**config.mk**
```make
export PLATFORM = sky130hd
export DESIGN_NAME = stepper_step_generator_ramp_unit
export DESIGN_NICKNAME = d
export VERILOG_FILES = /design/src/rtl/ssgr_pkg.sv /design/src/rtl/stepper_step_generator_ramp_unit.sv /design/src/rtl/ssgr_fifo.sv /design/src/rtl/ssgr_front.sv /design/src/rtl/ssgr_div.sv /design/src/rtl/ssgr_back.sv
export SDC_FILE = /design/constraint.sdc
export NUM_CORES = 1
export LEC_CHECK = 0
export BUFFER_PORTS_ARGS = -buffer_cell sky130_fd_sc_hd__clkbuf_2
export CAP_MARGIN = 20
export CORE_MARGIN = 1
export CORE_UTILIZATION = 40
export CTS_CLUSTER_SIZE = 10
export DETAILED_ROUTE_END_ITERATION = 16
export GPL_ROUTABILITY_DRIVEN = 0
export PLACE_DENSITY = 0.53
export SLEW_MARGIN = 10
export SYNTH_ARGS = -nofsm -noshare
export SYNTH_HDL_FRONTEND = slang
export SYNTH_SLANG_ARGS = --single-unit
```
**constraint.sdc**
```tcl
create_clock -name clk -period 4.3 [get_ports clk]
set_input_delay 0.43 -clock clk [delete_from_list [all_inputs] [get_ports clk]]
set_output_delay 0.43 -clock clk [all_outputs]
set_load 0.01 [all_outputs]
```
**src/rtl/ssgr_pkg.sv**
```systemverilog
package ssgr_pkg;

	localparam int DIV_W      = 16;
	localparam int SPEED_W    = 16;
	localparam int RAMP_W     = 8;
	localparam int CFG_IDX_W  = 2;
	localparam int CFG_DATA_W = 16;
	localparam int POS_OUT_W  = 32;

	localparam logic [CFG_IDX_W-1:0] CFG_TICK_RATE   = 2'd0;
	localparam logic [CFG_IDX_W-1:0] CFG_START_SPEED = 2'd1;
	localparam logic [CFG_IDX_W-1:0] CFG_RAMP_TICKS  = 2'd2;

	localparam logic [SPEED_W-1:0] TICK_RATE_RST   = 16'd1000;
	localparam logic [SPEED_W-1:0] START_SPEED_RST = 16'd50;
	localparam logic [RAMP_W-1:0]  RAMP_TICKS_RST  = 8'd5;

	typedef enum logic [2:0] {
		ACT_TICK,
		ACT_UP,
		ACT_DOWN,
		ACT_STOP,
		ACT_ESTOP,
		ACT_CLEAR,
		ACT_ZERO,
		ACT_POLL
	} action_t;

	typedef enum logic [1:0] {
		MODE_IDLE,
		MODE_UP,
		MODE_DOWN,
		MODE_ERROR
	} mode_t;

	// decoded command as it sits in the queue
	typedef struct packed {
		action_t              action;
		logic [SPEED_W-1:0]   speed;
		logic                 limit_top;
		logic                 limit_bottom;
		logic                 is_move;
		logic                 move_up;
		logic                 move_lim;
		logic                 speed_zero;
	} cmd_t;

	typedef struct packed {
		logic                        step_level;
		logic                        dir_up;
		logic                        driver_disabled;
		mode_t                       motor_state;
		logic signed [POS_OUT_W-1:0] position;
		logic                        command_ignored;
	} res_t;

	typedef struct packed {
		logic                  valid;
		logic [CFG_IDX_W-1:0]  index;
		logic [CFG_DATA_W-1:0] data;
	} cfg_wr_t;

endpackage

```
**src/rtl/stepper_step_generator_ramp_unit.sv**
```systemverilog
// channel   direction  handshake            payload
// command   in         push / full          action, speed, limit_top, limit_bottom
// result    out        empty / pop          step_level, dir_up, driver_disabled,
//                                           motor_state, position, command_ignored
// config    in         cfg_valid/cfg_ready  cfg_index, cfg_data
//
// non-move items pass the input register and command queue and are executed by the back end,
// one item per cycle sustained while the result queue has room and no move is running
// an accepted move runs two 16-step divisions on the shared radix-2 divider
// reset is asynchronous; control state and the config registers load their defaults at once
// full rises when the input register and the two-entry command queue are occupied;
// results wait in a two-entry queue, and the executor holds while that queue is full
module stepper_step_generator_ramp_unit #(
	parameter int POSITION_BITS = 32,
	parameter int PERIOD_BITS   = 16
) (
	input  logic                                clk,
	input  logic                                arst_n,
	input  logic                                push,
	output logic                                full,
	input  logic [2:0]                          action,
	input  logic [ssgr_pkg::SPEED_W-1:0]        speed,
	input  logic                                limit_top,
	input  logic                                limit_bottom,
	output logic                                empty,
	input  logic                                pop,
	output logic                                step_level,
	output logic                                dir_up,
	output logic                                driver_disabled,
	output logic [1:0]                          motor_state,
	output logic signed [ssgr_pkg::POS_OUT_W-1:0] position,
	output logic                                command_ignored,
	input  logic                                cfg_valid,
	output logic                                cfg_ready,
	input  logic [ssgr_pkg::CFG_IDX_W-1:0]      cfg_index,
	input  logic [ssgr_pkg::CFG_DATA_W-1:0]     cfg_data
);

	localparam int CMD_W = $bits(ssgr_pkg::cmd_t);
	localparam int RES_W = $bits(ssgr_pkg::res_t);

	logic                       q_push, q_full, cmd_empty, cmd_pop;
	ssgr_pkg::cmd_t             q_data, cmd_head;
	logic                       res_push, res_full;
	ssgr_pkg::res_t             res_in, res_out;
	ssgr_pkg::cfg_wr_t          cfg_wr;
	logic                       div_start, div_done;
	logic [ssgr_pkg::DIV_W-1:0] div_dividend, div_divisor, div_quotient;

	assign cfg_ready    = 1'b1;
	assign cfg_wr.valid = cfg_valid;
	assign cfg_wr.index = cfg_index;
	assign cfg_wr.data  = cfg_data;

	ssgr_front u_front (
		.clk          (clk),
		.arst_n       (arst_n),
		.push         (push),
		.full         (full),
		.action       (action),
		.speed        (speed),
		.limit_top    (limit_top),
		.limit_bottom (limit_bottom),
		.q_push       (q_push),
		.q_data       (q_data),
		.q_full       (q_full)
	);

	ssgr_fifo #(
		.WIDTH (CMD_W),
		.DEPTH (2)
	) u_cmd_q (
		.clk    (clk),
		.arst_n (arst_n),
		.push   (q_push),
		.wdata  (q_data),
		.full   (q_full),
		.pop    (cmd_pop),
		.rdata  (cmd_head),
		.empty  (cmd_empty)
	);

	ssgr_div u_div (
		.clk      (clk),
		.arst_n   (arst_n),
		.start    (div_start),
		.dividend (div_dividend),
		.divisor  (div_divisor),
		.done     (div_done),
		.quotient (div_quotient)
	);

	ssgr_back #(
		.POSITION_BITS (POSITION_BITS),
		.PERIOD_BITS   (PERIOD_BITS)
	) u_back (
		.clk          (clk),
		.arst_n       (arst_n),
		.cfg          (cfg_wr),
		.cmd_valid    (!cmd_empty),
		.cmd          (cmd_head),
		.cmd_pop      (cmd_pop),
		.res_full     (res_full),
		.res_push     (res_push),
		.res          (res_in),
		.div_start    (div_start),
		.div_dividend (div_dividend),
		.div_divisor  (div_divisor),
		.div_done     (div_done),
		.div_quotient (div_quotient)
	);

	ssgr_fifo #(
		.WIDTH (RES_W),
		.DEPTH (2)
	) u_res_q (
		.clk    (clk),
		.arst_n (arst_n),
		.push   (res_push),
		.wdata  (res_in),
		.full   (res_full),
		.pop    (pop),
		.rdata  (res_out),
		.empty  (empty)
	);

	assign step_level      = res_out.step_level;
	assign dir_up          = res_out.dir_up;
	assign driver_disabled = res_out.driver_disabled;
	assign motor_state     = res_out.motor_state;
	assign position        = res_out.position;
	assign command_ignored = res_out.command_ignored;

endmodule

```
**src/rtl/ssgr_fifo.sv**
```systemverilog
module ssgr_fifo #(
	parameter int WIDTH = 8,
	parameter int DEPTH = 2
) (
	input  logic             clk,
	input  logic             arst_n,
	input  logic             push,
	input  logic [WIDTH-1:0] wdata,
	output logic             full,
	input  logic             pop,
	output logic [WIDTH-1:0] rdata,
	output logic             empty
);

	localparam int PTR_W = (DEPTH > 1) ? $clog2(DEPTH) : 1;
	localparam int CNT_W = $clog2(DEPTH + 1);

	logic [WIDTH-1:0] mem_q [DEPTH];
	logic [PTR_W-1:0] wr_ptr_q, rd_ptr_q;
	logic [CNT_W-1:0] count_q;
	logic             do_push, do_pop;

	function automatic logic [PTR_W-1:0] next_ptr(input logic [PTR_W-1:0] p);
		return (p == PTR_W'(DEPTH - 1)) ? '0 : p + 1'b1;
	endfunction

	assign full    = (count_q == CNT_W'(DEPTH));
	assign empty   = (count_q == '0);
	assign do_push = push && !full;
	assign do_pop  = pop && !empty;
	assign rdata   = mem_q[rd_ptr_q];

	always_ff @(posedge clk or negedge arst_n) begin
		if (!arst_n) begin
			wr_ptr_q <= '0;
			rd_ptr_q <= '0;
			count_q  <= '0;
		end else begin
			if (do_push) wr_ptr_q <= next_ptr(wr_ptr_q);
			if (do_pop) rd_ptr_q <= next_ptr(rd_ptr_q);
			if (do_push && !do_pop) count_q <= count_q + 1'b1;
			else if (do_pop && !do_push) count_q <= count_q - 1'b1;
		end
	end

	always_ff @(posedge clk) begin
		if (do_push) mem_q[wr_ptr_q] <= wdata;
	end

endmodule

```
**src/rtl/ssgr_front.sv**
```systemverilog
module ssgr_front (
	input  logic                              clk,
	input  logic                              arst_n,
	input  logic                              push,
	output logic                              full,
	input  logic [2:0]                        action,
	input  logic [ssgr_pkg::SPEED_W-1:0]      speed,
	input  logic                              limit_top,
	input  logic                              limit_bottom,
	output logic                              q_push,
	output ssgr_pkg::cmd_t                    q_data,
	input  logic                              q_full
);

	logic           valid_s1;
	ssgr_pkg::cmd_t cmd_s1;
	ssgr_pkg::cmd_t dec;
	logic           accept;

	assign full   = valid_s1 && q_full;
	assign accept = push && !full;
	assign q_push = valid_s1 && !q_full;
	assign q_data = cmd_s1;

	always_comb begin
		dec.action       = ssgr_pkg::action_t'(action);
		dec.speed        = speed;
		dec.limit_top    = limit_top;
		dec.limit_bottom = limit_bottom;
		dec.is_move      = (dec.action == ssgr_pkg::ACT_UP) || (dec.action == ssgr_pkg::ACT_DOWN);
		dec.move_up      = (dec.action == ssgr_pkg::ACT_UP);
		dec.speed_zero   = (speed == '0);
		// limit that blocks this move direction
		priority if (dec.action == ssgr_pkg::ACT_UP) dec.move_lim = limit_top;
		else if (dec.action == ssgr_pkg::ACT_DOWN) dec.move_lim = limit_bottom;
		else dec.move_lim = 1'b0;
	end

	always_ff @(posedge clk or negedge arst_n) begin
		if (!arst_n) begin
			valid_s1 <= 1'b0;
		end else if (accept) begin
			valid_s1 <= 1'b1;
		end else if (q_push) begin
			valid_s1 <= 1'b0;
		end
	end

	always_ff @(posedge clk) begin
		if (accept) cmd_s1 <= dec;
	end

endmodule

```
**src/rtl/ssgr_div.sv**
```systemverilog
module ssgr_div (
	input  logic                         clk,
	input  logic                         arst_n,
	input  logic                         start,
	input  logic [ssgr_pkg::DIV_W-1:0]   dividend,
	input  logic [ssgr_pkg::DIV_W-1:0]   divisor,
	output logic                         done,
	output logic [ssgr_pkg::DIV_W-1:0]   quotient
);

	localparam int W     = ssgr_pkg::DIV_W;
	localparam int CNT_W = $clog2(W + 1);

	logic [W-1:0]     rem_q, quo_q;
	logic [CNT_W-1:0] cnt_q;
	logic             busy_q, done_q;
	logic [W+1:0]     trial;

	// restoring radix-2 step, one quotient bit per cycle
	assign trial    = {1'b0, rem_q, quo_q[W-1]} - {2'b00, divisor};
	assign done     = done_q;
	assign quotient = quo_q;

	always_ff @(posedge clk or negedge arst_n) begin
		if (!arst_n) begin
			busy_q <= 1'b0;
			done_q <= 1'b0;
			cnt_q  <= '0;
		end else if (start) begin
			busy_q <= 1'b1;
			done_q <= 1'b0;
			cnt_q  <= CNT_W'(W);
		end else if (busy_q) begin
			cnt_q <= cnt_q - 1'b1;
			if (cnt_q == CNT_W'(1)) begin
				busy_q <= 1'b0;
				done_q <= 1'b1;
			end
		end else begin
			done_q <= 1'b0;
		end
	end

	always_ff @(posedge clk) begin
		if (start) begin
			rem_q <= '0;
			quo_q <= dividend;
		end else if (busy_q) begin
			if (!trial[W+1]) begin
				rem_q <= trial[W-1:0];
				quo_q <= {quo_q[W-2:0], 1'b1};
			end else begin
				rem_q <= {rem_q[W-2:0], quo_q[W-1]};
				quo_q <= {quo_q[W-2:0], 1'b0};
			end
		end
	end

endmodule

```
**src/rtl/ssgr_back.sv**
```systemverilog
module ssgr_back #(
	parameter int POSITION_BITS = 32,
	parameter int PERIOD_BITS   = 16
) (
	input  logic                          clk,
	input  logic                          arst_n,
	input  ssgr_pkg::cfg_wr_t             cfg,
	input  logic                          cmd_valid,
	input  ssgr_pkg::cmd_t                cmd,
	output logic                          cmd_pop,
	input  logic                          res_full,
	output logic                          res_push,
	output ssgr_pkg::res_t                res,
	output logic                          div_start,
	output logic [ssgr_pkg::DIV_W-1:0]    div_dividend,
	output logic [ssgr_pkg::DIV_W-1:0]    div_divisor,
	input  logic                          div_done,
	input  logic [ssgr_pkg::DIV_W-1:0]    div_quotient
);

	localparam logic [32:0] PER_MAX = (33'd1 << PERIOD_BITS) - 33'd1;
	localparam logic [PERIOD_BITS-1:0]   PER_ONE = PERIOD_BITS'(1);
	localparam logic [POSITION_BITS-1:0] POS_ONE = POSITION_BITS'(1);

	typedef enum logic [1:0] {
		B_IDLE,
		B_START,
		B_GOAL
	} bstate_t;

	typedef struct packed {
		ssgr_pkg::mode_t                mode;
		logic [POSITION_BITS-1:0]       step_count;
		logic [PERIOD_BITS-1:0]         active;
		logic [PERIOD_BITS-1:0]         countdown;
		logic [PERIOD_BITS-1:0]         goal;
		logic [PERIOD_BITS-1:0]         ramp;
		logic [ssgr_pkg::RAMP_W-1:0]    ramp_cnt;
		logic                           pulse;
		logic                           dir_up;
		logic                           disabled;
	} st_t;

	bstate_t                        state_q;
	st_t                            st_q, nx;
	logic [ssgr_pkg::SPEED_W-1:0]   tick_rate_q, start_speed_q;
	logic [ssgr_pkg::RAMP_W-1:0]    ramp_ticks_q;
	ssgr_pkg::cmd_t                 cmd_q;
	logic [PERIOD_BITS-1:0]         start_p_q;
	logic [PERIOD_BITS-1:0]         goal_p, move_start;
	logic                           div_start_q;
	logic [ssgr_pkg::DIV_W-1:0]     div_divisor_q;
	logic                           move_go, hit, ignored;
	logic signed [63:0]             pos_wide;

	// quotient to period: zero speed gives 0, clamp to 1, saturate to the period width
	function automatic logic [PERIOD_BITS-1:0] period_of(input logic zero,
	                                                     input logic [ssgr_pkg::DIV_W-1:0] q);
		logic [32:0] wide;
		wide = {17'd0, q};
		if (q == '0) wide = 33'd1;
		if (wide > PER_MAX) wide = PER_MAX;
		if (zero) wide = '0;
		return wide[PERIOD_BITS-1:0];
	endfunction

	assign div_start    = div_start_q;
	assign div_dividend = tick_rate_q;
	assign div_divisor  = div_divisor_q;

	assign goal_p     = period_of(cmd_q.speed_zero, div_quotient);
	assign move_start = (start_p_q < goal_p) ? goal_p : start_p_q;
	assign hit        = ((st_q.mode == ssgr_pkg::MODE_UP) && cmd.limit_top) ||
	                    ((st_q.mode == ssgr_pkg::MODE_DOWN) && cmd.limit_bottom);

	always_comb begin
		nx       = st_q;
		ignored  = 1'b0;
		res_push = 1'b0;
		cmd_pop  = 1'b0;
		move_go  = 1'b0;
		unique case (state_q)
			B_IDLE: begin
				if (cmd_valid && !res_full) begin
					cmd_pop = 1'b1;
					if (cmd.is_move && (st_q.mode != ssgr_pkg::MODE_ERROR) && !cmd.move_lim) begin
						move_go = 1'b1;
					end else begin
						res_push = 1'b1;
						unique case (cmd.action)
							ssgr_pkg::ACT_TICK: begin
								if (st_q.active != '0) begin
									if (hit) begin
										nx.active = '0;
										nx.mode   = ssgr_pkg::MODE_IDLE;
										nx.pulse  = 1'b0;
									end else begin
										if (st_q.ramp_cnt != '0) begin
											nx.ramp_cnt = st_q.ramp_cnt - 1'b1;
										end else begin
											nx.ramp_cnt = ramp_ticks_q;
											if (st_q.ramp > st_q.goal) begin
												nx.ramp   = st_q.ramp - PER_ONE;
												nx.active = st_q.ramp - PER_ONE;
											end
										end
										if (st_q.countdown != '0) begin
											nx.countdown = st_q.countdown - PER_ONE;
										end else begin
											nx.countdown = nx.active;
											nx.pulse     = !st_q.pulse;
											// position counts on the rising edge only
											if (!st_q.pulse) begin
												if (st_q.mode == ssgr_pkg::MODE_UP)
													nx.step_count = st_q.step_count + POS_ONE;
												else if (st_q.mode == ssgr_pkg::MODE_DOWN)
													nx.step_count = st_q.step_count - POS_ONE;
											end
										end
									end
								end
							end
							ssgr_pkg::ACT_UP, ssgr_pkg::ACT_DOWN: begin
								ignored = 1'b1;
							end
							ssgr_pkg::ACT_STOP: begin
								nx.active = '0;
								nx.mode   = ssgr_pkg::MODE_IDLE;
								nx.pulse  = 1'b0;
							end
							ssgr_pkg::ACT_ESTOP: begin
								nx.active   = '0;
								nx.mode     = ssgr_pkg::MODE_ERROR;
								nx.pulse    = 1'b0;
								nx.disabled = 1'b1;
							end
							ssgr_pkg::ACT_CLEAR: begin
								if (st_q.mode == ssgr_pkg::MODE_ERROR) nx.mode = ssgr_pkg::MODE_IDLE;
								nx.disabled = 1'b0;
							end
							ssgr_pkg::ACT_ZERO: begin
								nx.step_count = '0;
							end
							ssgr_pkg::ACT_POLL: begin
								if (hit) begin
									nx.active = '0;
									nx.mode   = ssgr_pkg::MODE_IDLE;
									nx.pulse  = 1'b0;
								end
							end
						endcase
					end
				end
			end
			B_START: begin
			end
			B_GOAL: begin
				if (div_done) begin
					res_push     = 1'b1;
					nx.dir_up    = cmd_q.move_up;
					nx.goal      = goal_p;
					nx.ramp      = move_start;
					nx.active    = move_start;
					nx.countdown = move_start;
					nx.ramp_cnt  = ramp_ticks_q;
					nx.mode      = cmd_q.move_up ? ssgr_pkg::MODE_UP : ssgr_pkg::MODE_DOWN;
				end
			end
			default: begin
			end
		endcase
	end

	always_comb begin
		pos_wide            = 64'(signed'(nx.step_count));
		res.step_level      = nx.pulse;
		res.dir_up          = nx.dir_up;
		res.driver_disabled = nx.disabled;
		res.motor_state     = nx.mode;
		res.position        = pos_wide[ssgr_pkg::POS_OUT_W-1:0];
		res.command_ignored = ignored;
	end

	always_ff @(posedge clk or negedge arst_n) begin
		if (!arst_n) begin
			state_q     <= B_IDLE;
			st_q        <= '0;
			div_start_q <= 1'b0;
		end else begin
			st_q        <= nx;
			div_start_q <= 1'b0;
			unique case (state_q)
				B_IDLE: begin
					if (move_go) begin
						state_q     <= B_START;
						div_start_q <= 1'b1;
					end
				end
				B_START: begin
					if (div_done) begin
						state_q     <= B_GOAL;
						div_start_q <= 1'b1;
					end
				end
				B_GOAL: begin
					if (div_done) state_q <= B_IDLE;
				end
				default: state_q <= B_IDLE;
			endcase
		end
	end

	always_ff @(posedge clk) begin
		if (move_go) begin
			cmd_q         <= cmd;
			div_divisor_q <= start_speed_q;
		end
		if ((state_q == B_START) && div_done) begin
			start_p_q     <= period_of(start_speed_q == '0, div_quotient);
			div_divisor_q <= cmd_q.speed;
		end
	end

	always_ff @(posedge clk or negedge arst_n) begin
		if (!arst_n) begin
			tick_rate_q   <= ssgr_pkg::TICK_RATE_RST;
			start_speed_q <= ssgr_pkg::START_SPEED_RST;
			ramp_ticks_q  <= ssgr_pkg::RAMP_TICKS_RST;
		end else if (cfg.valid) begin
			unique case (cfg.index)
				ssgr_pkg::CFG_TICK_RATE:   tick_rate_q   <= cfg.data;
				ssgr_pkg::CFG_START_SPEED: start_speed_q <= cfg.data;
				ssgr_pkg::CFG_RAMP_TICKS:  ramp_ticks_q  <= cfg.data[ssgr_pkg::RAMP_W-1:0];
				default: begin
				end
			endcase
		end
	end

endmodule

```
; ---- After elaboration in Yosys (flattened, before gate mapping)
; Memories as Yosys holds them, arrays and structs flattened.
; Cells that the tools add are included.
; Widths: inputs -> output; s select.
[word_totals]
ram_bits = 126
memories = 2
output_inout_bits = 41
wordCells = 253
reg_bits = 275
[op_classes]
addsub = 15
reduce_logical = 57
n_mux = 101
magnitude_cmp = 4
eq_ne = 34
[mem_list]
columns = memory, depth, word_bits, rd, rd_clocked_by_memory_dff, write_ports, line_no
row1 = u_res_q.mem_q, 2, 38, 1, 0, 1, ssgr_fifo.sv:18  ; logic [WIDTH-1:0] mem_q [DEPTH];
row2 = u_cmd_q.mem_q, 2, 25, 1, 0, 1, ssgr_fifo.sv:18
[ops]
columns = op, count
row1 = $mux 16, 19
row2 = $mux 66, 3
row3 = $mux 32, 6
row4 = $pmux 32 s2, 2
row5 = $mux 25, 3
row6 = $mux 72, 1
row7 = $logic_not 16->1, 3
row8 = $mux 24, 2
row9 = $pmux 16 s3, 1
row10 = $pmux 24 s2, 1
row11 = $mux 1, 41
row12 = $gt 33x16->1 const B, 1
row13 = $mux 33, 1
row14 = $add 32x1->32 const B, 1
row15 = $reduce_bool 16->1, 2
row16 = $sub 16x1->16 const B, 2
row17 = $sub 32x1->32 const B, 1
row18 = $mux 2, 11
row19 = $sub 17x16->18, 1
row20 = $logic_and 1x1->1, 17
row21 = $gt 16x16->1, 1
row22 = $gt 16x16->1 const B, 1
row23 = $lt 16x16->1, 1
row24 = $ne 2x2->1 const B, 7
row25 = 32 further kinds, 82

; ---- Depth between registers and ports, before layout
; Gate-level depths: netlist of run 1.
[logic_depth]
word_depth = 11
ltp_mapped = 14
mapped_depth_nobuf = 11

; ---- Modules after synthesis
; From an unflattened synthesis of run 1, not the netlist that was laid out.
[unflattened]
hier_cells = 1821
area_unflattened_um2 = 20527.2
[by_module_without_submodules]
columns = mod, n_inst, area_per_inst_um2, cells_each
row1 = ssgr_back, 1, 11735.0, 1241
row2 = ssgr_fifo at u_res_q, 1, 2985.4, 137
row3 = ssgr_div, 1, 2815.2, 302
row4 = ssgr_fifo at u_cmd_q, 1, 2102.0, 97
row5 = ssgr_front, 1, 874.6, 41
row6 = stepper_step_generator_ramp_unit, 1, 15.0, 3

; ---- Worst setup path before layout of run 1
; No wires, ideal clock.
[synth_timing]
kind = register to register
startpoint = register u_cmd_q.rd_ptr_q
endpoint = memory u_res_q.mem_q[0][0] in the netlist's numbering, enable pin
t_arrival_ps = 3487
required_ps = 3862
n_path_buf = 1
setup_slack_ps = 375
period_less_slack_ps = 3925
path_stages_with_launch = 7
cell_sequence = dfrtp_1 clkbuf_1 and3b_1 o21ai_0 nand3_1 a211oi_1 nor2b_1
[synth_between]
elab_chain_len = 9
[synth_lines]
columns = element, line_no
row1 = start: declaration, ssgr_fifo.sv:19  ; logic [PTR_W-1:0] wr_ptr_q, rd_ptr_q;
row2 = start signal: assignment, ssgr_fifo.sv:40  ; if (do_pop) rd_ptr_q <= next_ptr(rd_ptr_q);
row3 = $mem_v2 2x25 (*), --
row4 = $logic_and 1x1->1 or $logic_not 1->1 (tied branches), ssgr_back.sv:86  ; if (cmd.is_move && (st_q.mode != ssgr_pkg::MODE_ERROR) && !cmd.move_lim) begin
row5 = $logic_and 1x1->1 (*), ssgr_back.sv:86
row6 = $mux 1 (*), ssgr_back.sv:86
row7 = $mux 1 (*), ssgr_back.sv:84  ; if (cmd_valid && !res_full) begin
row8 = $pmux 1 s2 (*), ssgr_back.sv:82  ; unique case (state_q)
row9 = $logic_and 1x1->1 (*), ssgr_fifo.sv:29  ; assign do_push = push && !full;
row10 = net u_res_q.do_push, ssgr_fifo.sv:21  ; logic do_push, do_pop;
row11 = $mux 1 (*), ssgr_fifo.sv:47  ; if (do_push) mem_q[wr_ptr_q] <= wdata;
row12 = $mux 1 (not written as such) (*), ssgr_fifo.sv:47
row13 = end: declaration, ssgr_fifo.sv:18
; The timed path passes the listed nets; every way through them passes the cells marked *.

; ---- Final worst setup path of run 1
[layout_timing]
startpoint = register u_back.cmd_q[0] in the netlist's numbering
endpoint = register u_back.st_q[16] in the netlist's numbering
[layout_between]
elab_chain_len = 5
[layout_lines]
columns = element, line_no
row1 = start: declaration, ssgr_back.sv:48  ; ssgr_pkg::cmd_t cmd_q;
row2 = start signal: assignment, ssgr_back.sv:215  ; cmd_q <= cmd;
row3 = $mux 16 (*), ssgr_back.sv:63  ; if (zero) wide = '0;
row4 = $lt 16x16->1, ssgr_back.sv:72  ; assign move_start = (start_p_q < goal_p) ? goal_p : start_p_q;
row5 = $mux 16 (*), ssgr_back.sv:72
row6 = $mux 72 (*), ssgr_back.sv:158  ; if (div_done) begin
row7 = $pmux 24 s2 (*), ssgr_back.sv:82
row8 = end signal: assignment, ssgr_back.sv:190  ; st_q <= nx;
row9 = end: declaration, ssgr_back.sv:45  ; st_t st_q, nx;
; Mark *: on every way between the ends. The rest lies on a longest branch, timed or not. The select of a mux whose other input is x is not followed.
; A chain may end at the register's enable or synchronous reset.

==> results of run 1 <==
-- power by group through the flow --
| stage | clock network [mW] | registers, mW | logic [mW] |
|---|---|---|---|
| 6_report | 3.85 | 5.88 | 6.43 |
| 5_1_grt | 4.10 | 6.00 | 7.18 |
| 4_1_cts | 3.95 | 5.88 | 6.47 |
| 3_5_place_dp | 0 | 5.95 | 6.43 |
| 3_3_place_gp | 0 | 5.93 | 6.38 |
| 2_1_floorplan | 0 | 5.65 | 4.73 |
-- synthesized netlist by cell type, drive strengths merged, types with 11 or more instances --
cell type	number	area (um^2)
a21oi	65	325
dfstp	11	289
nor4	17	121
o31ai	19	143
a31oi	14	103
o211ai	11	82.6
and3	11	68.8
o21ai	137	689
buf	13	68.8
a21o	20	150
ha	56	701
nor2	106	398
and2	27	169
mux2i	20	200
nand3	44	220
dfxtp	16	320
clkbuf	59	221
edfxtp	217	6520
mux2	126	1420
a22o	15	131
nor3	47	235
nand4	17	106
inv	56	210
xor2	18	158
or3	22	138
or4	15	113
nand2	178	668
nor2b	11	68.8
dfrtp	157	3930
a211oi	12	90.1
nand2b	32	200
xnor2	24	210
-- per-layer routing --
metal	up-vias	GRT usage [%]	share of wire (%)
met5	-	0	0
met4	0	6.14	2.4
met3	76	3.04	4.4
met2	327	31.5	46
met1	6772	28.6	47
li1	6596	-	-
-- path summary, 6_finish.rpt --
| check | from | endpoint | cells after the start |
|---|---|---|---|
| setup / recovery | u_back.cmd_q[0]$_DFFE_PP_ | u_back.st_q[16]$_DFFE_PN0P_ | 11 |
| hold / removal | speed[14] | u_front.q_data[20]$_DFFE_PP_ | 1 |
| hold reg to reg | u_front.q_data[8]$_DFFE_PP_ | u_cmd_q.mem_q[1][8]$_DFFE_PP_ | 0 |
| setup reg to reg | u_back.cmd_q[0]$_DFFE_PP_ | u_back.st_q[16]$_DFFE_PN0P_ | 11 |
| min in group asynchronous | arst_n | u_back.st_q[84]$_DFF_PN0_ | 2 |
| max in group asynchronous | arst_n | u_back.div_dividend[8]$_DFFE_PN1P_ | 3 |
-- critical path, delay by kind of cell, from the launching register on --
kind	cells	cell delay, ps
AO/OA/AOI/OAI	5	1230
AND/OR/NAND/NOR	3	680
flip-flops	1	630
multiplexers	1	470
adder cells (fa/ha/maj)	1	340
buffers and inverters	1	230
-- cell type report --
class,count,area [um^2]
Clock buffer,85,1440
Tap cell,615,769
Timing Repair Buffer,125,759
Sequential cell,401,11100
Inverter,57,214
Fill cell,4403,25700
Multi-Input combinational cell,1188,7990
Clock inverter,4,56.3
-- timing repair --
| action | CTS | global route |
|---|---|---|
| gates resized for setup | 0 | 0 |
| hold buffers | 1 | 0 |
| endpoints found under the setup margin | 0 | 0 |
| endpoints found under the hold margin | 77 | 0 |
-- stage by stage --
step | setup WS, ps | utilization, % | cell area, um^2
2_1_floorplan | 375 | - | 19500
3_3_place_gp | 637 | 43.3 | 20800
3_5_place_dp | 615 | 43.3 | 20800
4_1_cts | 601 | 46.5 | 22300
5_1_grt | 304 | 46.5 | 22300
6_report | 592 | 46.5 | 22300
-- cell families after synthesis --
| logic type | after synthesis | share of synthesized area, % |
|---|---|---|
| xor gates and xnor gates | 42 | 1.88 |
| and+or+nand+nor | 568 | 14.5 |
| AOI/OAI and AO/OA | 373 | 12.3 |
| other | 1 | 0.0192 |
| DFF | 401 | 56.6 |
| adders and majority gates | 57 | 3.69 |
| buffers and inverters | 129 | 2.58 |
| muxes | 147 | 8.40 |
-- state kept, by name (all words and copies together) (netlist names), 2 cells and up --
signal                flops
u_back.div_divisor       16
u_div.quotient           16
u_back.start_speed_q     16
u_back.st_q             109
u_back.cmd_q             18
u_front.q_data           25
u_res_q.mem_q            76
u_back.state_q            2
u_back.div_dividend      16
u_res_q.count_q           2
u_cmd_q.count_q           2
u_back.ramp_ticks_q       8
u_div.cnt_q               5
u_div.rem_q              16
u_cmd_q.mem_q            50
u_back.start_p_q         16
==> flow_summary.yaml, run 1 <==
status:
  outcome: "complete, no violations"
floorplan:
  die_h_um: 223
  start_util_pct: 40.7
  rows: 80
  core_um2: 47900
  die_area_um2: 49700
  ios: 85
  die-width_um: 223
clock_network:
  cts_buffer_depth: 3
  post_cts_buffers: 0
  cts.htree.levels: 2
  cts_tree: "yes"
  clkSinkCount: 401
  root_buffer: "clkbuf_16"
  cts.clk_slew.worst_paths_ps: 60
  clkLatencyLatePin_ps: 590
  cts_buffers: 48
global_route:
  overflow: 0
  grt_start_max_net_pins: 87
  grt_pass1_vias: 13700
  grt_pass1_wl_mm: 78.2
  grtUsageTotal_pct: 20.1
  antenna_found_initial: 0
pwr:
  leakage_nw: 8.91
  power_density_nw_per_um2: 725
  p_clk_share_pct: 23.8
  finalPower_mw: 16.2
  p_sw_mw: 6.08
  power_frac_comb_pct: 39.8
  p_int_mw: 10.1
  power.share.sequential_pct: 36.4
  ir_drop_v: 0.000337
  swShare_pct: 37.6
worst_setup_path:
  crit_chain: "nand2b_1 -> ha_1 -> and4_1 -> a31oi_1 -> o21ai_0 -> a221o_1 -> nor2_1 -> buf_4 -> mux2i_1 -> o31ai_1 -> a22o_1"
  worst-setup-path-type: "reg -> reg"
  start_kind: "flop"
  cpMaxStageDelayCell: "edfxtp_1"
  worstPathArrival_ps: 4180
  worstPathMaxFanout: 17
  reg2reg_slack_ps: 590
  critPathCaptureType: "flop"
  critPathMaxStageDelay_ps: 630
  worstPathRequired_ps: 4770
layout:
  layout_common_cells: "edfxtp_1, nand2_1, dfrtp_1"
  diodes: 0
  final_cells: 2475
  layout.nets: 1922
  drive_gt1_share_pct: 18.5
  final_common_cell: "edfxtp_1"
  syn2layout_area_growth_pct: 14.1
placed_design:
  dp.cells: 2384
  port-buffer-count: 83
  dp_hpwl_mm: 34.6
yosys:
  yosysWarnings: 0
  synth.distinct_cells: 84
  mappedNetlistArea_um2: 19500
  async_flop_share_pct: 41.9
  synth-seq-area-share_pct: 56.6
  synth_fp_nets: 1819
  synthFlopType: "edfxtp_1"
  yosys_register_bits: 401
  avgSynthCellArea_um2: 11.4
  synth-edff-count: 217
  synth_cells: 1718
sta:
  hold_slack_ps: 30.6
  fmax_mhz: 270
  slew_violations: 0
  relSlewSlack_pct: 42.3
  rsz0062_at_grt: "no"
  hold_viol_final: 0
  fin_setup_tns_ps: 0
  setup_viol: 0
  min_period_ps: 3710
  skew_ps: 18.1
  worst_pin_slew_ps: 863
  period_share_pct: 86.2
detailed_routing:
  routedWlPerCell_um: 19.7
  drtIter0Drc: 1033
  num_vias: 13800
  routed_via_density: 5.56
  drc: 0
  routed_wl_mm: 48.8
  final_antenna_net_count: 0
  drtPass1Iterations: 5
flow_run:
  drv_cap: 0
worst_hold_path:
  hold_path.class: "in -> reg"
(Power assumes the default switching activity.)
==> run 2: changes to the inputs <==
--- a/config.mk
+++ b/config.mk
@@ -9,9 +9,11 @@
 export CAP_MARGIN = 20
 export CORE_MARGIN = 1
 export CORE_UTILIZATION = 40
+export CTS_BUF_LIST = sky130_fd_sc_hd__clkbuf_8
 export CTS_CLUSTER_SIZE = 10
 export DETAILED_ROUTE_END_ITERATION = 16
 export GPL_ROUTABILITY_DRIVEN = 0
+export GPL_TIMING_DRIVEN = 0
 export PLACE_DENSITY = 0.53
 export SLEW_MARGIN = 10
 export SYNTH_ARGS = -nofsm -noshare
==> run 2 against run 1 <==
Cell area is 1.2% higher. Critical endpoint is now u_res_q.mem_q[0][25]$_DFFE_PP_. Largest power group unchanged. Die area unchanged. Largest cell class unchanged. Sequential power decreased by 1%. Global-route usage is 0.89 points higher. Critical path type unchanged. Fmax is 7.9% lower.
==> flow_summary.yaml, run 2 (synthesis results as in run 1) <==
sta:
  rsz0062_at_grt: "no"
  period_share_pct: 93.6
  fmax_mhz: 248
  min_period_ps: 4020
  skew_ps: 19.9
  slew_violations: 0
  setup_viol: 0
  fin_setup_tns_ps: 0
  hold_viol_final: 0
  relSlewSlack_pct: 38.0
  worst_pin_slew_ps: 931
layout:
  final_common_cell: "edfxtp_1"
  finish.utilization_pct: 47.0
  finalInstanceArea_um2: 22500
  layout.nets: 2004
  largest_register_ffs: 109
  top_regs: "u_back.st_q: 109 flops, u_res_q.mem_q: 76 flops, u_cmd_q.mem_q: 50 flops"
  syn2layout_area_growth_pct: 15.4
  final_cells: 2579
  num-fill-cells: 4436
  drive_gt1_share_pct: 18.3
  top_register: "u_back.st_q"
  layout_common_cells: "edfxtp_1, nand2_1, dfrtp_1"
worst_setup_path:
  critPathCaptureType: "flop"
  crit_chain: "inv_1 -> ha_1 -> or3b_2 -> nor4b_1 -> and4_1 -> nand2_1 -> nor4b_2 -> o211ai_1 -> o21ai_0"
  critPathBufInv: 1
  worstPathArrival_ps: 4420
  worstPathRequired_ps: 4690
  cp_top_family: "simple AND/OR/NAND/NOR gates"
  worstPathMaxFanout: 7
  start_kind: "flop"
  cpMaxStageDelayCell: "nor4b_2"
  critPathMaxStageDelay_ps: 720
  worst-setup-path-type: "reg -> reg"
  reg2reg_slack_ps: 280
clock_network:
  root_buffer: "clkbuf_8"
  cts_buffer_depth: 3
  clkSinkCount: 401
  cts_tree: "yes"
  post_cts_buffers: 0
  cts.htree.levels: 3
  cts_buffers: 72
  cts.clk_slew.worst_paths_ps: 50
  clkLatencyLatePin_ps: 660
placed_design:
  dp.cells: 2420
  port-buffer-count: 83
  dp_hpwl_mm: 37.0
  placed_area_um2: 20900
global_route:
  grt_pass1_vias: 14200
  grtUsageTotal_pct: 21.0
  grt_start_max_net_pins: 86
  grt_pass1_wl_mm: 80.2
  overflow: 0
  antenna_found_initial: 1
detailed_routing:
  drtPass1Iterations: 5
  num_vias: 14300
  final_antenna_net_count: 0
  routedWlPerCell_um: 19.9
  drc: 0
  routed_wl_mm: 51.4
  drtIter0Drc: 1060
  routed_via_density: 5.56
pwr:
  finalPower_mw: 15.9
  power_density_nw_per_um2: 705
  leakage_nw: 9.05
  ir_drop_v: 0.000348
floorplan:
  ios: 85
  start_util_pct: 40.7
  die_h_um: 223
  die_area_um2: 49700
  core_um2: 47900
  die-width_um: 223
  rows: 80
worst_hold_path:
  hold_path.class: "in -> reg"
flow_run:
  drv_cap: 0
status:
  outcome: "complete, no violations"
## run 2: worst paths after layout
path,from,end,cells past startpoint
setup reg to reg,u_back.st_q[43]$_DFFE_PN0P_,u_res_q.mem_q[0][25]$_DFFE_PP_,9
hold / removal,cfg_data[14],u_back.div_dividend[14]$_DFFE_PN0P_,2
setup / recovery,u_back.st_q[43]$_DFFE_PN0P_,u_res_q.mem_q[0][25]$_DFFE_PP_,9
max in group asynchronous,arst_n,u_back.div_dividend[9]$_DFFE_PN1P_,3
min in group asynchronous,arst_n,u_back.st_q[85]$_DFF_PN0_,2
hold reg to reg,u_front.q_data[17]$_DFFE_PP_,u_cmd_q.mem_q[0][17]$_DFFE_PP_,0
## run 2: layer usage
metal / track usage [%] / part of all wire (%) / wire [um] / vias to the layer above
met3: 3.60 / 5.2 / 2700 / 100
met1: 28.6 / 45 / 23400 / 7058
met4: 8.63 / 2.9 / 1490 / 0
met5: 0 / 0 / 0 / -
li1: - / - / - / 6764
met2: 33.1 / 46 / 23900 / 410
## run 2: cell type report
type / instances / area (um^2) / share of cell area, %
flip-flops and latches: 401 / 11100 / 49.0
multi-input cells: 1188 / 8010 / 35.5
clock buffers: 81 / 1110 / 4.94
well taps: 615 / 769 / 3.41
repair buffers: 111 / 767 / 3.40
clock inverters: 53 / 324 / 1.44
plain buffers: 72 / 292 / 1.29
inverters: 57 / 214 / 0.949
diodes: 1 / 2.50 / 0.0111
## run 2: repair_timing
| item | 4_1_cts | 5_1_grt |
|---|---|---|
| resized for setup | 1 | 3 |
| cloned | 0 | 0 |
| hold buffers | 24 | 0 |
| hold endpoints to repair | 108 | 0 |
| endpoints found under the setup margin | 4 | 13 |
## run 2: metrics by stage
| stage | hold WS, ps | setup slack [ps] |
|---|---|---|
| after detailed placement | 430 | -20.8 |
| after global routing | 34.3 | 4.98 |
| final | 45.9 | 275 |
| after CTS | 1.45 | 179 |
| after floorplan | 134 | 375 |
| after global placement | 424 | -1730 |
## run 2: where the power goes
part | internal, mW | switching, mW | total [mW]
clock network | 1.88 | 1.66 | 3.54
logic | 2.56 | 3.99 | 6.55
registers | 5.22 | 0.599 | 5.82
==> run 3: changes to the inputs <==
--- a/config.mk
+++ b/config.mk
@@ -14,6 +14,7 @@
 export DETAILED_ROUTE_END_ITERATION = 16
 export GPL_ROUTABILITY_DRIVEN = 0
 export GPL_TIMING_DRIVEN = 0
+export HOLD_SLACK_MARGIN = 0.08
 export PLACE_DENSITY = 0.53
 export SLEW_MARGIN = 10
 export SYNTH_ARGS = -nofsm -noshare
==> run 3 against run 2 <==
Clock power about the same. Cell area increased by 0.49%. Register-to-register slack about the same. Clock skew decreased by 2.7 ps. Count of clock-buffer cells in the layout unchanged. Die area unchanged. Combinational power about the same. Sequential cell count unchanged. Setup slack improved by 11 ps. Largest cell class unchanged. Highest routed layer unchanged.
==> flow_summary.yaml, run 3 (synthesis results as in run 1) <==
status:
  outcome: "complete, no violations"
clock_network:
  clkSinkCount: 401
  cts.htree.levels: 3
  cts.clk_slew.worst_paths_ps: 60
  clkLatencyLatePin_ps: 660
  root_buffer: "clkbuf_8"
  post_cts_buffers: 0
  cts_buffers: 72
  cts_tree: "yes"
  cts_buffer_depth: 3
sta:
  period_share_pct: 93.3
  hold_viol_final: 0
  fin_ws_ps: 286
  setup_viol: 0
  relSlewSlack_pct: 37.4
  hold_slack_ps: 123
  min_period_ps: 4010
  skew_ps: 17.2
  fmax_mhz: 249
  fin_setup_tns_ps: 0
  worst_pin_slew_ps: 939
  rsz0062_at_grt: "no"
  slew_violations: 0
layout:
  finalInstanceArea_um2: 22700
  drive_gt1_share_pct: 18.2
  layout.nets: 2015
  largest_register_ffs: 109
  num-fill-cells: 4432
  top_regs: "u_back.st_q: 109 flops, u_res_q.mem_q: 76 flops, u_cmd_q.mem_q: 50 flops"
  syn2layout_area_growth_pct: 16.0
  final_cells: 2590
  layout_common_cells: "edfxtp_1, nand2_1, dfrtp_1"
  final_common_cell: "edfxtp_1"
  top_register: "u_back.st_q"
  finish.utilization_pct: 47.3
global_route:
  grtUsageMet2_pct: 33.2
  grt_pass1_wl_mm: 80.4
  use_met1_pct: 28.6
  top_usage_layer: "met2"
  grtUsageTotal_pct: 21.0
  use_met3_pct: 3.57
  antenna_found_initial: 1
  overflow: 0
  grt_start_max_net_pins: 86
  grt_pass1_vias: 14200
floorplan:
  die-width_um: 223
  rows: 80
  die_area_um2: 49700
  core_um2: 47900
  ios: 85
  start_util_pct: 40.7
  die_h_um: 223
pwr:
  p_int_mw: 9.66
  leakage_nw: 9.10
  power_frac_comb_pct: 41.2
  power.share.sequential_pct: 36.5
  swShare_pct: 39.3
  p_clk_share_pct: 22.3
  power_density_nw_per_um2: 703
  ir_drop_v: 0.000348
  finalPower_mw: 15.9
  p_sw_mw: 6.27
flow_run:
  drv_cap: 0
placed_design:
  placed_area_um2: 20900
  pre_cts_ws_ps: -20.8
  dp.cells: 2420
  port-buffer-count: 83
  dp_hpwl_mm: 37.0
detailed_routing:
  drtIter0Drc: 1080
  routed_wl_mm: 51.6
  routed_via_density: 5.57
  drc: 0
  final_antenna_net_count: 0
  num_vias: 14400
  routedWlPerCell_um: 19.9
  drtPass1Iterations: 5
worst_setup_path:
  start_kind: "flop"
  worstPathRequired_ps: 4690
  worstPathMaxFanout: 7
  r2r-start: "u_back.st_q[43]$_DFFE_PN0P_"
  crit_start: "u_back.st_q[43]$_DFFE_PN0P_"
  worstPathArrival_ps: 4400
  critPathCaptureType: "flop"
  worst-setup-path-type: "reg -> reg"
worst_hold_path:
  hold_path.class: "in -> reg"
  min-delay-start: "cfg_data[7]"
[run 3: power by group through the flow]
stage / Sequential [mW] / Combinational [mW] / Clock, mW
after floorplan: 5.65 / 4.73 / 0
after global placement: 5.88 / 6.36 / 0
after detailed placement: 5.89 / 6.49 / 0
after CTS: 5.82 / 6.56 / 3.65
after global routing: 5.92 / 7.26 / 3.81
final: 5.82 / 6.56 / 3.55
[run 3: worst max-delay path: stages (launching register included)]
cell	delay, ps
dfrtp_1	420
inv_1	90
ha_1	180
or3b_2	510
nor4b_1	610
and4_1	360
nand2_1	160
nor4b_2	700
o211ai_1	260
o21ai_0	460
[run 3: final timing paths]
check | cells past startpoint | slack (ps) | to
setup / recovery | 9 | 290 | u_res_q.mem_q[0][25]$_DFFE_PP_
hold / removal | 2 | 120 | u_back.start_speed_q[7]$_DFFE_PN0P_
setup reg to reg | 9 | 290 | u_res_q.mem_q[0][25]$_DFFE_PP_
hold reg to reg | 0 | 440 | u_cmd_q.mem_q[0][17]$_DFFE_PP_
max in group asynchronous | 3 | 2980 | u_back.div_dividend[9]$_DFFE_PN1P_
min in group asynchronous | 2 | 390 | u_back.st_q[85]$_DFF_PN0_
[run 3: final cells by class]
class / count / area [um^2] / area share (%)
flip-flops and latches: 401 / 11100 / 48.8
multi-input cells: 1188 / 8010 / 35.3
clock buffers: 81 / 1110 / 4.92
repair buffers: 122 / 877 / 3.87
well taps: 615 / 769 / 3.40
clock inverters: 53 / 324 / 1.43
plain buffers: 72 / 292 / 1.29
inverters: 57 / 214 / 0.944
diodes: 1 / 2.50 / 0.0110
[run 3: repair_timing]
action	in CTS	in global routing
endpoints found under the hold margin	129	0
gates resized for setup	1	3
endpoints found under the setup margin	4	13
hold buffers	35	0
[run 3: routing by layer]
| metal | vias up | share of wire (%) |
|---|---|---|
| met5 | - | 0 |
| met3 | 96 | 5.5 |
| li1 | 6785 | - |
| met1 | 7141 | 45 |
| met4 | 0 | 2.9 |
| met2 | 416 | 46 |
